**config.mk**
```make
export PLATFORM = sky130hd
export DESIGN_NAME = drive_motor_speed_controller_core
export DESIGN_NICKNAME = d
export VERILOG_FILES = /design/src/design/dmsc_pkg.sv /design/src/design/dmsc_csr.sv /design/src/design/dmsc_ctrl.sv /design/src/design/dmsc_rsp_buf.sv /design/src/design/drive_motor_speed_controller_core.sv
export VERILOG_INCLUDE_DIRS = /design/src /design/src/design
export SDC_FILE = /design/constraint.sdc
export NUM_CORES = 1
export LEC_CHECK = 0
export BUFFER_PORTS_ARGS = -buffer_cell sky130_fd_sc_hd__buf_2
export CORE_ASPECT_RATIO = 1.1
export CORE_MARGIN = 2
export CORE_UTILIZATION = 55
export CTS_BUF_LIST = sky130_fd_sc_hd__clkbuf_8
export CTS_CLUSTER_SIZE = 8
export DETAILED_ROUTE_END_ITERATION = 16
export GPL_ROUTABILITY_DRIVEN = 0
export PLACE_DENSITY = 0.72
export SLEW_MARGIN = 30
export SYNTH_ARGS = -nofsm -noshare
export SYNTH_HDL_FRONTEND = slang
export SYNTH_SLANG_ARGS = --single-unit
export TNS_END_PERCENT = 100
```
**constraint.sdc**
```tcl
create_clock -name clock -period 14.5 [get_ports clock]
set_input_delay 2.175 -clock clock [delete_from_list [all_inputs] [get_ports clock]]
set_output_delay 2.175 -clock clock [all_outputs]
set_load 0.02 [all_outputs]
```
**src/design/assert_macros.svh**
```systemverilog
// Assertion macros used by the drive motor speed controller result buffer.
`ifndef ASSERT_MACROS_SVH
`define ASSERT_MACROS_SVH

// Check a property on every rising clock edge outside reset.
`define ASSERT_CLK(label, prop, msg) \
   label: assert property (@(posedge clock) disable iff (reset) (prop)) else $error(msg);

// Check that an antecedent implies a consequent in the same cycle.
`define ASSERT_IMPLY(label, ante, cons, msg) \
   `ASSERT_CLK(label, (ante) |-> (cons), msg)

`endif

```
**src/design/dmsc_pkg.sv**
```systemverilog
// Package of types, constants and helpers for the drive motor speed controller.
package dmsc_pkg;

   localparam int REVERSE_ARM_LIMIT = 50;
   localparam int ARM_W = $clog2(REVERSE_ARM_LIMIT + 1);
   localparam logic [ARM_W-1:0] ARM_LIMIT = ARM_W'(REVERSE_ARM_LIMIT);

   localparam logic [13:0] DUTY_MAX = 14'd10000;

   // Input item codes
   localparam logic CMD_PULSE = 1'b0;
   localparam logic CMD_DRIVE = 1'b1;
   localparam logic [7:0] SPEED_STOP = 8'd0;
   localparam logic [7:0] SPEED_SLOW = 8'd5;

   // Speed error thresholds in milli-mph
   localparam logic signed [24:0] ERR_RAISE = 25'sd500;
   localparam logic signed [24:0] ERR_BRAKE = -25'sd150;
   localparam logic signed [24:0] ERR_EASE = -25'sd100;
   // Magnitude steps where the error/20 quotient moves from 5 to 6 and 6 to 7
   localparam logic [7:0] EASE_STEP6 = 8'd120;
   localparam logic [7:0] EASE_STEP7 = 8'd140;

   // ceil(2^18 / 5): exact reciprocal for 13-bit dividends
   localparam logic [15:0] RECIP5 = 16'd52429;
   localparam int RECIP5_SHIFT = 18;

   typedef enum logic [2:0] {
      CSR_PULSE_SPEED_GAIN,
      CSR_TARGET_SPEED,
      CSR_START_DUTY,
      CSR_STOP_DUTY,
      CSR_BRAKE_DUTY,
      CSR_MIN_RUN_DUTY,
      CSR_REVERSE_KICK_DUTY,
      CSR_REVERSE_HOLD_DUTY
   } csr_index_type;

   typedef struct packed {
      logic [15:0] pulse_speed_gain;
      logic [15:0] target_speed;
      logic [13:0] start_duty;
      logic [13:0] stop_duty;
      logic [13:0] brake_duty;
      logic [13:0] min_run_duty;
      logic [13:0] reverse_kick_duty;
      logic [13:0] reverse_hold_duty;
   } cfg_type;

   typedef struct packed {
      logic       cmd;
      logic [7:0] speed_request;
      logic       forward_flag;
      logic       reverse_flag;
   } item_type;

   // Results caused by one item: count and up to two duties in order
   typedef struct packed {
      logic [1:0]  n;
      logic [13:0] duty0;
      logic [13:0] duty1;
   } res_type;

   function automatic logic [13:0] sat_duty(input logic [14:0] v);
      return (v > {1'b0, DUTY_MAX}) ? DUTY_MAX : v[13:0];
   endfunction

endpackage

```
**src/design/dmsc_csr.sv**
```systemverilog
// Configuration register bank with reset values and a plain write port.
module dmsc_csr (
   input  logic                clock,
   input  logic                reset,
   input  logic                csr_write_enable,
   input  logic [2:0]          csr_index,
   input  logic [15:0]         csr_wdata,
   output dmsc_pkg::cfg_type   cfg,
   output logic [15:0]         gain_next
);

   dmsc_pkg::cfg_type cfg_ff, cfg_in;

   always_comb begin
      cfg_in = cfg_ff;
      if (csr_write_enable) begin
         unique case (dmsc_pkg::csr_index_type'(csr_index))
            dmsc_pkg::CSR_PULSE_SPEED_GAIN:  cfg_in.pulse_speed_gain  = csr_wdata;
            dmsc_pkg::CSR_TARGET_SPEED:      cfg_in.target_speed      = csr_wdata;
            dmsc_pkg::CSR_START_DUTY:        cfg_in.start_duty        = csr_wdata[13:0];
            dmsc_pkg::CSR_STOP_DUTY:         cfg_in.stop_duty         = csr_wdata[13:0];
            dmsc_pkg::CSR_BRAKE_DUTY:        cfg_in.brake_duty        = csr_wdata[13:0];
            dmsc_pkg::CSR_MIN_RUN_DUTY:      cfg_in.min_run_duty      = csr_wdata[13:0];
            dmsc_pkg::CSR_REVERSE_KICK_DUTY: cfg_in.reverse_kick_duty = csr_wdata[13:0];
            dmsc_pkg::CSR_REVERSE_HOLD_DUTY: cfg_in.reverse_hold_duty = csr_wdata[13:0];
         endcase
      end
   end

   always_ff @(posedge clock) begin
      if (reset) begin
         cfg_ff.pulse_speed_gain  <= 16'd15734;
         cfg_ff.target_speed      <= 16'd1700;
         cfg_ff.start_duty        <= 14'd1685;
         cfg_ff.stop_duty         <= 14'd1560;
         cfg_ff.brake_duty        <= 14'd1010;
         cfg_ff.min_run_duty      <= 14'd1540;
         cfg_ff.reverse_kick_duty <= 14'd1600;
         cfg_ff.reverse_hold_duty <= 14'd1530;
      end else begin
         cfg_ff <= cfg_in;
      end
   end

   assign cfg       = cfg_ff;
   assign gain_next = reset ? 16'd15734 : cfg_in.pulse_speed_gain;

endmodule

```
**src/design/dmsc_ctrl.sv**
```systemverilog
// Controller state and the single-pass duty computation for one item.
module dmsc_ctrl (
   input  logic                clock,
   input  logic                reset,
   input  dmsc_pkg::cfg_type   cfg,
   input  logic [15:0]         gain_next,
   input  dmsc_pkg::item_type  item,
   input  logic                advance,
   output dmsc_pkg::res_type   res
);

   logic [7:0]                 pulse_count_ff, pulse_count_in;
   logic [13:0]                base_duty_ff, base_duty_in;
   logic                       moving_ff, moving_in;
   logic [dmsc_pkg::ARM_W-1:0] arm_ff, arm_in, arm_step;
   logic [23:0]                speed_ff;

   logic signed [24:0] err;
   logic signed [24:0] err_neg;
   logic [13:0]        base_eff;
   logic [28:0]        recip_prod;
   logic [10:0]        raise_q;
   logic [7:0]         ease_mag;
   logic [2:0]         ease_k;
   logic [14:0]        ease_floor;
   logic [14:0]        ease_duty;
   logic               fwd_emit;
   logic [13:0]        fwd_duty;

   // Forward speed correction from the held speed product
   always_comb begin
      base_eff   = moving_ff ? base_duty_ff : cfg.start_duty;
      err        = $signed({9'd0, cfg.target_speed}) - $signed({1'b0, speed_ff});
      err_neg    = -err;
      recip_prod = {16'd0, err[15:3]} * {13'd0, dmsc_pkg::RECIP5};
      raise_q    = recip_prod[dmsc_pkg::RECIP5_SHIFT +: 11];
      ease_mag   = err_neg[7:0];
      if (ease_mag >= dmsc_pkg::EASE_STEP7) begin
         ease_k = 3'd7;
      end else if (ease_mag >= dmsc_pkg::EASE_STEP6) begin
         ease_k = 3'd6;
      end else begin
         ease_k = 3'd5;
      end
      ease_floor = {1'b0, cfg.min_run_duty} + {12'd0, ease_k};
      ease_duty  = ({1'b0, base_eff} > ease_floor) ? ({1'b0, base_eff} - {12'd0, ease_k})
                                                   : {1'b0, cfg.min_run_duty};
      fwd_emit = 1'b1;
      if (err > dmsc_pkg::ERR_RAISE) begin
         fwd_duty = dmsc_pkg::sat_duty({1'b0, base_eff} + {4'd0, raise_q});
      end else if (err < dmsc_pkg::ERR_BRAKE) begin
         fwd_duty = dmsc_pkg::sat_duty({1'b0, cfg.brake_duty});
      end else if (err < dmsc_pkg::ERR_EASE) begin
         fwd_duty = dmsc_pkg::sat_duty(ease_duty);
      end else begin
         fwd_duty = '0;
         fwd_emit = 1'b0;
      end
   end

   // Results of the held item and next state when it advances
   always_comb begin
      pulse_count_in = pulse_count_ff;
      base_duty_in   = base_duty_ff;
      moving_in      = moving_ff;
      arm_in         = arm_ff;
      arm_step       = (arm_ff < dmsc_pkg::ARM_LIMIT) ? arm_ff + 1'b1 : arm_ff;
      res            = '0;
      if (item.cmd == dmsc_pkg::CMD_PULSE) begin
         if (advance && (pulse_count_ff != 8'hFF)) pulse_count_in = pulse_count_ff + 8'd1;
      end else begin
         if (advance && !item.reverse_flag) arm_in = '0;
         if (item.speed_request == dmsc_pkg::SPEED_STOP) begin
            res.n     = 2'd1;
            res.duty0 = dmsc_pkg::sat_duty({1'b0, cfg.stop_duty});
            if (advance) begin
               moving_in    = 1'b0;
               base_duty_in = cfg.stop_duty;
            end
         end else if (item.speed_request == dmsc_pkg::SPEED_SLOW && item.forward_flag) begin
            if (!moving_ff) begin
               res.duty0 = dmsc_pkg::sat_duty({1'b0, cfg.start_duty});
               res.duty1 = fwd_duty;
               res.n     = fwd_emit ? 2'd2 : 2'd1;
            end else begin
               res.duty0 = fwd_duty;
               res.n     = fwd_emit ? 2'd1 : 2'd0;
            end
            if (advance) begin
               moving_in      = 1'b1;
               base_duty_in   = base_eff;
               pulse_count_in = '0;
            end
         end else if (item.speed_request == dmsc_pkg::SPEED_SLOW && item.reverse_flag) begin
            if (arm_step < dmsc_pkg::ARM_LIMIT) begin
               res.n     = 2'd2;
               res.duty0 = dmsc_pkg::sat_duty({1'b0, cfg.reverse_kick_duty});
               res.duty1 = dmsc_pkg::sat_duty({1'b0, cfg.reverse_hold_duty});
            end else begin
               res.n     = 2'd1;
               res.duty0 = dmsc_pkg::sat_duty({1'b0, cfg.reverse_hold_duty});
            end
            if (advance) arm_in = arm_step;
         end else begin
            res.n     = 2'd1;
            res.duty0 = dmsc_pkg::sat_duty({1'b0, cfg.stop_duty});
         end
      end
   end

   always_ff @(posedge clock) begin
      if (reset) begin
         pulse_count_ff <= '0;
         base_duty_ff   <= 14'd1700;
         moving_ff      <= 1'b0;
         arm_ff         <= '0;
         speed_ff       <= '0;
      end else begin
         pulse_count_ff <= pulse_count_in;
         base_duty_ff   <= base_duty_in;
         moving_ff      <= moving_in;
         arm_ff         <= arm_in;
         // keep the speed product in step with the count and the gain
         speed_ff       <= {8'd0, gain_next} * {16'd0, pulse_count_in};
      end
   end

endmodule

```
**src/design/dmsc_rsp_buf.sv**
```systemverilog
// Two-entry result buffer that presents results in order on the response channel.
`include "assert_macros.svh"

module dmsc_rsp_buf (
   input  logic               clock,
   input  logic               reset,
   input  logic               load,
   input  dmsc_pkg::res_type  res,
   input  logic               rsp_ready,
   output logic               rsp_valid,
   output logic [13:0]        rsp_duty,
   output logic               rsp_last,
   output logic               free
);

   logic [1:0]  nres_ff, nres_in;
   logic [13:0] duty0_ff, duty0_in;
   logic        last0_ff, last0_in;
   logic [13:0] duty1_ff, duty1_in;
   logic        pop;

   assign rsp_valid = (nres_ff != 2'd0);
   assign rsp_duty  = duty0_ff;
   assign rsp_last  = last0_ff;
   assign pop       = rsp_valid && rsp_ready;
   assign free      = (nres_ff == 2'd0) || ((nres_ff == 2'd1) && rsp_ready);

   always_comb begin
      nres_in  = nres_ff;
      duty0_in = duty0_ff;
      last0_in = last0_ff;
      duty1_in = duty1_ff;
      if (load) begin
         nres_in  = res.n;
         duty0_in = res.duty0;
         last0_in = (res.n == 2'd1);
         duty1_in = res.duty1;
      end else if (pop) begin
         // advance the second result to the head
         nres_in  = nres_ff - 2'd1;
         duty0_in = duty1_ff;
         last0_in = 1'b1;
      end
   end

   always_ff @(posedge clock) begin
      if (reset) begin
         nres_ff <= '0;
      end else begin
         nres_ff <= nres_in;
      end
      duty0_ff <= duty0_in;
      last0_ff <= last0_in;
      duty1_ff <= duty1_in;
   end

   `ASSERT_IMPLY(a_load_needs_room, load, free, "result load into a busy buffer")
   `ASSERT_IMPLY(a_pair_head_not_last, nres_ff == 2'd2, !last0_ff, "head of a pair marked last")
   `ASSERT_IMPLY(a_single_is_last, nres_ff == 2'd1, last0_ff, "lone result not marked last")
   `ASSERT_IMPLY(a_duty_in_range, rsp_valid, rsp_duty <= dmsc_pkg::DUTY_MAX, "duty above 10000")

endmodule

```
**src/design/drive_motor_speed_controller_core.sv**
```systemverilog
// Top level of the drive motor speed controller: input register, control and result buffer.
// A request is held in the input register and its results in the result buffer.
// One request is taken per cycle while the result buffer has room; a request that yields two
// duties holds the next request that has a result while the result buffer drains the pair.
// Pulse requests, and forward requests without a correction while moving, yield no result.
// Reset (synchronous, active high): register defaults, counts and moving flag clear, base 1700.
module drive_motor_speed_controller_core (
   input  logic        clock,
   input  logic        reset,
   input  logic        req_valid,
   output logic        req_ready,
   input  logic        req_cmd,
   input  logic [7:0]  req_speed_request,
   input  logic        req_forward_flag,
   input  logic        req_reverse_flag,
   output logic        rsp_valid,
   input  logic        rsp_ready,
   output logic [13:0] rsp_duty,
   output logic        rsp_last,
   input  logic        csr_write_enable,
   input  logic [2:0]  csr_index,
   input  logic [15:0] csr_wdata
);

   dmsc_pkg::cfg_type  cfg;
   logic [15:0]        gain_next;
   dmsc_pkg::item_type item_ff, item_in;
   logic               in_valid_ff, in_valid_in;
   dmsc_pkg::res_type  res;
   logic               advance;
   logic               load;
   logic               free;
   logic               req_transfer;

   // Hand the held request on when its results fit into the buffer; requests without a
   // result never wait for the response side.
   assign advance      = in_valid_ff && ((res.n == 2'd0) || free);
   assign load         = advance && (res.n != 2'd0);
   assign req_ready    = !in_valid_ff || advance;
   assign req_transfer = req_valid && req_ready;

   always_comb begin
      item_in     = item_ff;
      in_valid_in = in_valid_ff;
      if (req_transfer) begin
         item_in.cmd           = req_cmd;
         item_in.speed_request = req_speed_request;
         item_in.forward_flag  = req_forward_flag;
         item_in.reverse_flag  = req_reverse_flag;
         in_valid_in           = 1'b1;
      end else if (advance) begin
         // drop the request once processed
         in_valid_in = 1'b0;
      end
   end

   always_ff @(posedge clock) begin
      if (reset) begin
         in_valid_ff <= 1'b0;
      end else begin
         in_valid_ff <= in_valid_in;
      end
      item_ff <= item_in;
   end

   dmsc_csr u_csr (
      .clock            (clock),
      .reset            (reset),
      .csr_write_enable (csr_write_enable),
      .csr_index        (csr_index),
      .csr_wdata        (csr_wdata),
      .cfg              (cfg),
      .gain_next        (gain_next)
   );

   dmsc_ctrl u_ctrl (
      .clock     (clock),
      .reset     (reset),
      .cfg       (cfg),
      .gain_next (gain_next),
      .item      (item_ff),
      .advance   (advance),
      .res       (res)
   );

   dmsc_rsp_buf u_rsp_buf (
      .clock     (clock),
      .reset     (reset),
      .load      (load),
      .res       (res),
      .rsp_ready (rsp_ready),
      .rsp_valid (rsp_valid),
      .rsp_duty  (rsp_duty),
      .rsp_last  (rsp_last),
      .free      (free)
   );

endmodule
```
==> results.toml <==
[timing]
slew_violations = 0
hold_viol_final = 0
worst_pin_slew_ns = 0.996
rsz0062_at_grt = "no"
slew_headroom = 0.336
whs_ns = 0.457
fin_crit_ns = 11.13
timing.final.crit_share = 0.767
finalSetupTns_ns = 0
setup_viol = 0
clock_skew_ns = 0.0357
fmax_ghz = 0.0899

[clock_tree]
clkLatencyLatePin_ns = 0.56
cts_tree = "built"
root_buffer = "clkbuf_8"
cts_resized = 0
cts_setup_buffers = 0
clock_path_buffers = 3
cts_buffers = 36
htree_levels = 2
hold_buffers = 0
cts.sink_count = 212
path_clk_slew_ns = 0.06

[setup_path]
crit_cells = 43
crit_required_ns = 14.88
cpMaxStageDelayCell = "o21ai_1"
arrival_ns = 11.50
critPathCaptureType = "flop"
cpPeakStageDelay_ns = 0.59
crit_type = "reg2reg"
crit_family = "compound AO/OA/AOI/OAI gates"
r2r_cells = 43
worstSetupStartpointType = "flop"
cp.buffers_inverters = 4
crit_fanout = 17

[routing]
num_vias = 17900
first_pass_iters = 6
drc = 0
drt_wl_total_um = 57500
avgRoutedWirePerCell_um = 19.3
drt_iter0_markers = 1989
routed_via_density = 6.00
antenna_left = 0

[floorplanning]
start_util = 0.554
num_io_pins = 52
dieArea_mm2 = 0.0377
die_w_um = 185
design.core.area_mm2 = 0.0359
die_h_um = 203
rows = 73

[grt]
antenna_found_initial = 0
grt_pass1_wl_um = 91400
overflow = 0
grt.total_usage = 0.308
grt_pass1_vias = 17100
grt_start_max_net_pins = 95

[synthesis]
synth_top_area_cell = "dfxtp_1"
yosys_most_used_dff = "dfxtp_1"
synth_top_area_frac = 0.173
ys_warn_count = 0
syn_nets = 2840
synthCells = 2479
synth_edf_count = 40
synth-seq-cells = 212
seq_area_frac_synth = 0.233
syn_avg_cell_area_um2 = 8.03
async_flop_share = 0
ys_top_cells_by_area = "dfxtp_1 (17%), fa_1 (14%), ha_1 (12%)"
syn-cell-area_mm2 = 0.0199
yosysUniqueCellTypes = 89

[placement]
dp_hpwl_um = 44100
io_buffer_count = 51

[worst_hold_path]
hold_depth = 2
hp-class = "reg2reg"

[finish]
layout_common_cells = "nand2_1 (334), inv_1 (325), nor2_1 (254), ha_1 (190)"
fin_nets = 2833
areaGrowthSynthToFinish_pct = 6.25
layout_commonest_cell = "nand2_1"
drive_gt1_frac = 0.0672

[outcome]
status = "completed"

[run]
maxCapViolCount = 0
-- registers in the layout, indices dropped and copies added (netlist names) --
| signal | flops |
|---|---|
| in_valid_ff | 1 |
| u_rsp_buf.nres_ff | 2 |
| item_ff | 11 |
| u_ctrl.arm_ff | 6 |
| u_csr.cfg | 116 |
| u_rsp_buf.rsp_duty | 14 |
| u_rsp_buf.duty1_ff | 14 |
| u_ctrl.base_duty_ff | 14 |
| u_ctrl.pulse_count_ff | 8 |
| u_ctrl.moving_ff | 1 |
| u_ctrl.speed_ff | 24 |
| u_rsp_buf.rsp_last | 1 |
-- cell usage after synthesis, drive strengths merged, types with 31 or more instances --
master,number
a21oi,171
clkbuf,104
dfxtp,172
edfxtp,40
fa,136
ha,190
inv,310
nand2,335
nand2b,33
nand3,66
nand3b,32
nor2,260
nor3,56
o21ai,60
xnor2,45
xor2,31
-- logic make-up after synthesis --
| logic type | Yosys count | share of synthesized area |
|---|---|---|
| compound gates | 474 | 0.158 |
| xor+xnor | 76 | 0.0335 |
| fa+ha+maj | 326 | 0.256 |
| buf+inv | 421 | 0.0814 |
| flops | 212 | 0.233 |
| mux | 31 | 0.0167 |
| simple gates | 939 | 0.221 |
-- cell type report --
type | count | area, um^2
multi-input combinational | 1846 | 13700
antenna | 1 | 2.50
timing repair buffer | 65 | 360
clock inverter | 25 | 140
clock buffer | 40 | 551
tap | 487 | 609
fill | 3220 | 14800
sequential | 212 | 4650
inverter | 311 | 1170
-- worst paths after layout --
path | slack, ns | from | end
worst min-delay path | 0.46 | u_csr.cfg[22]$_SDFFE_PP0P_ | u_csr.cfg[22]$_SDFFE_PP0P_
worst min register to register | 0.46 | u_csr.cfg[22]$_SDFFE_PP0P_ | u_csr.cfg[22]$_SDFFE_PP0P_
worst max-delay path | 3.37 | u_ctrl.speed_ff[6]$_SDFF_PP0_ | u_ctrl.speed_ff[23]$_SDFF_PP0_
worst max register to register | 3.37 | u_ctrl.speed_ff[6]$_SDFF_PP0_ | u_ctrl.speed_ff[23]$_SDFF_PP0_
-- through the flow --
stage	utilization	setup slack, ns	cell area, um^2	cells
5_1_grt	0.589	2.69	21100	2986
6_report	0.589	3.37	21100	2987
3_5_place_dp	0.569	3.62	20400	2920
4_1_cts	0.588	3.60	21100	2985
3_3_place_gp	0.569	3.86	20400	2920
2_1_floorplan	-	5.09	19900	2479
-- worst min-delay path: cells and delay by family (launching register included) --
family             cells  cell delay [ns]
and+or+nand+nor        1             0.05
DFF                    1             0.31
AOI/OAI and AO/OA      1             0.05
-- routing by layer --
metal  global-route usage  wire length, um
met2                0.480            25900
met5                    0                0
met4                0.121             2500
met1                0.414            23400
met3               0.0691             5700
Power is left out: the tool's default activity adds up to more than one toggle a clock period on the data nets, which glitch-free logic cannot reach.
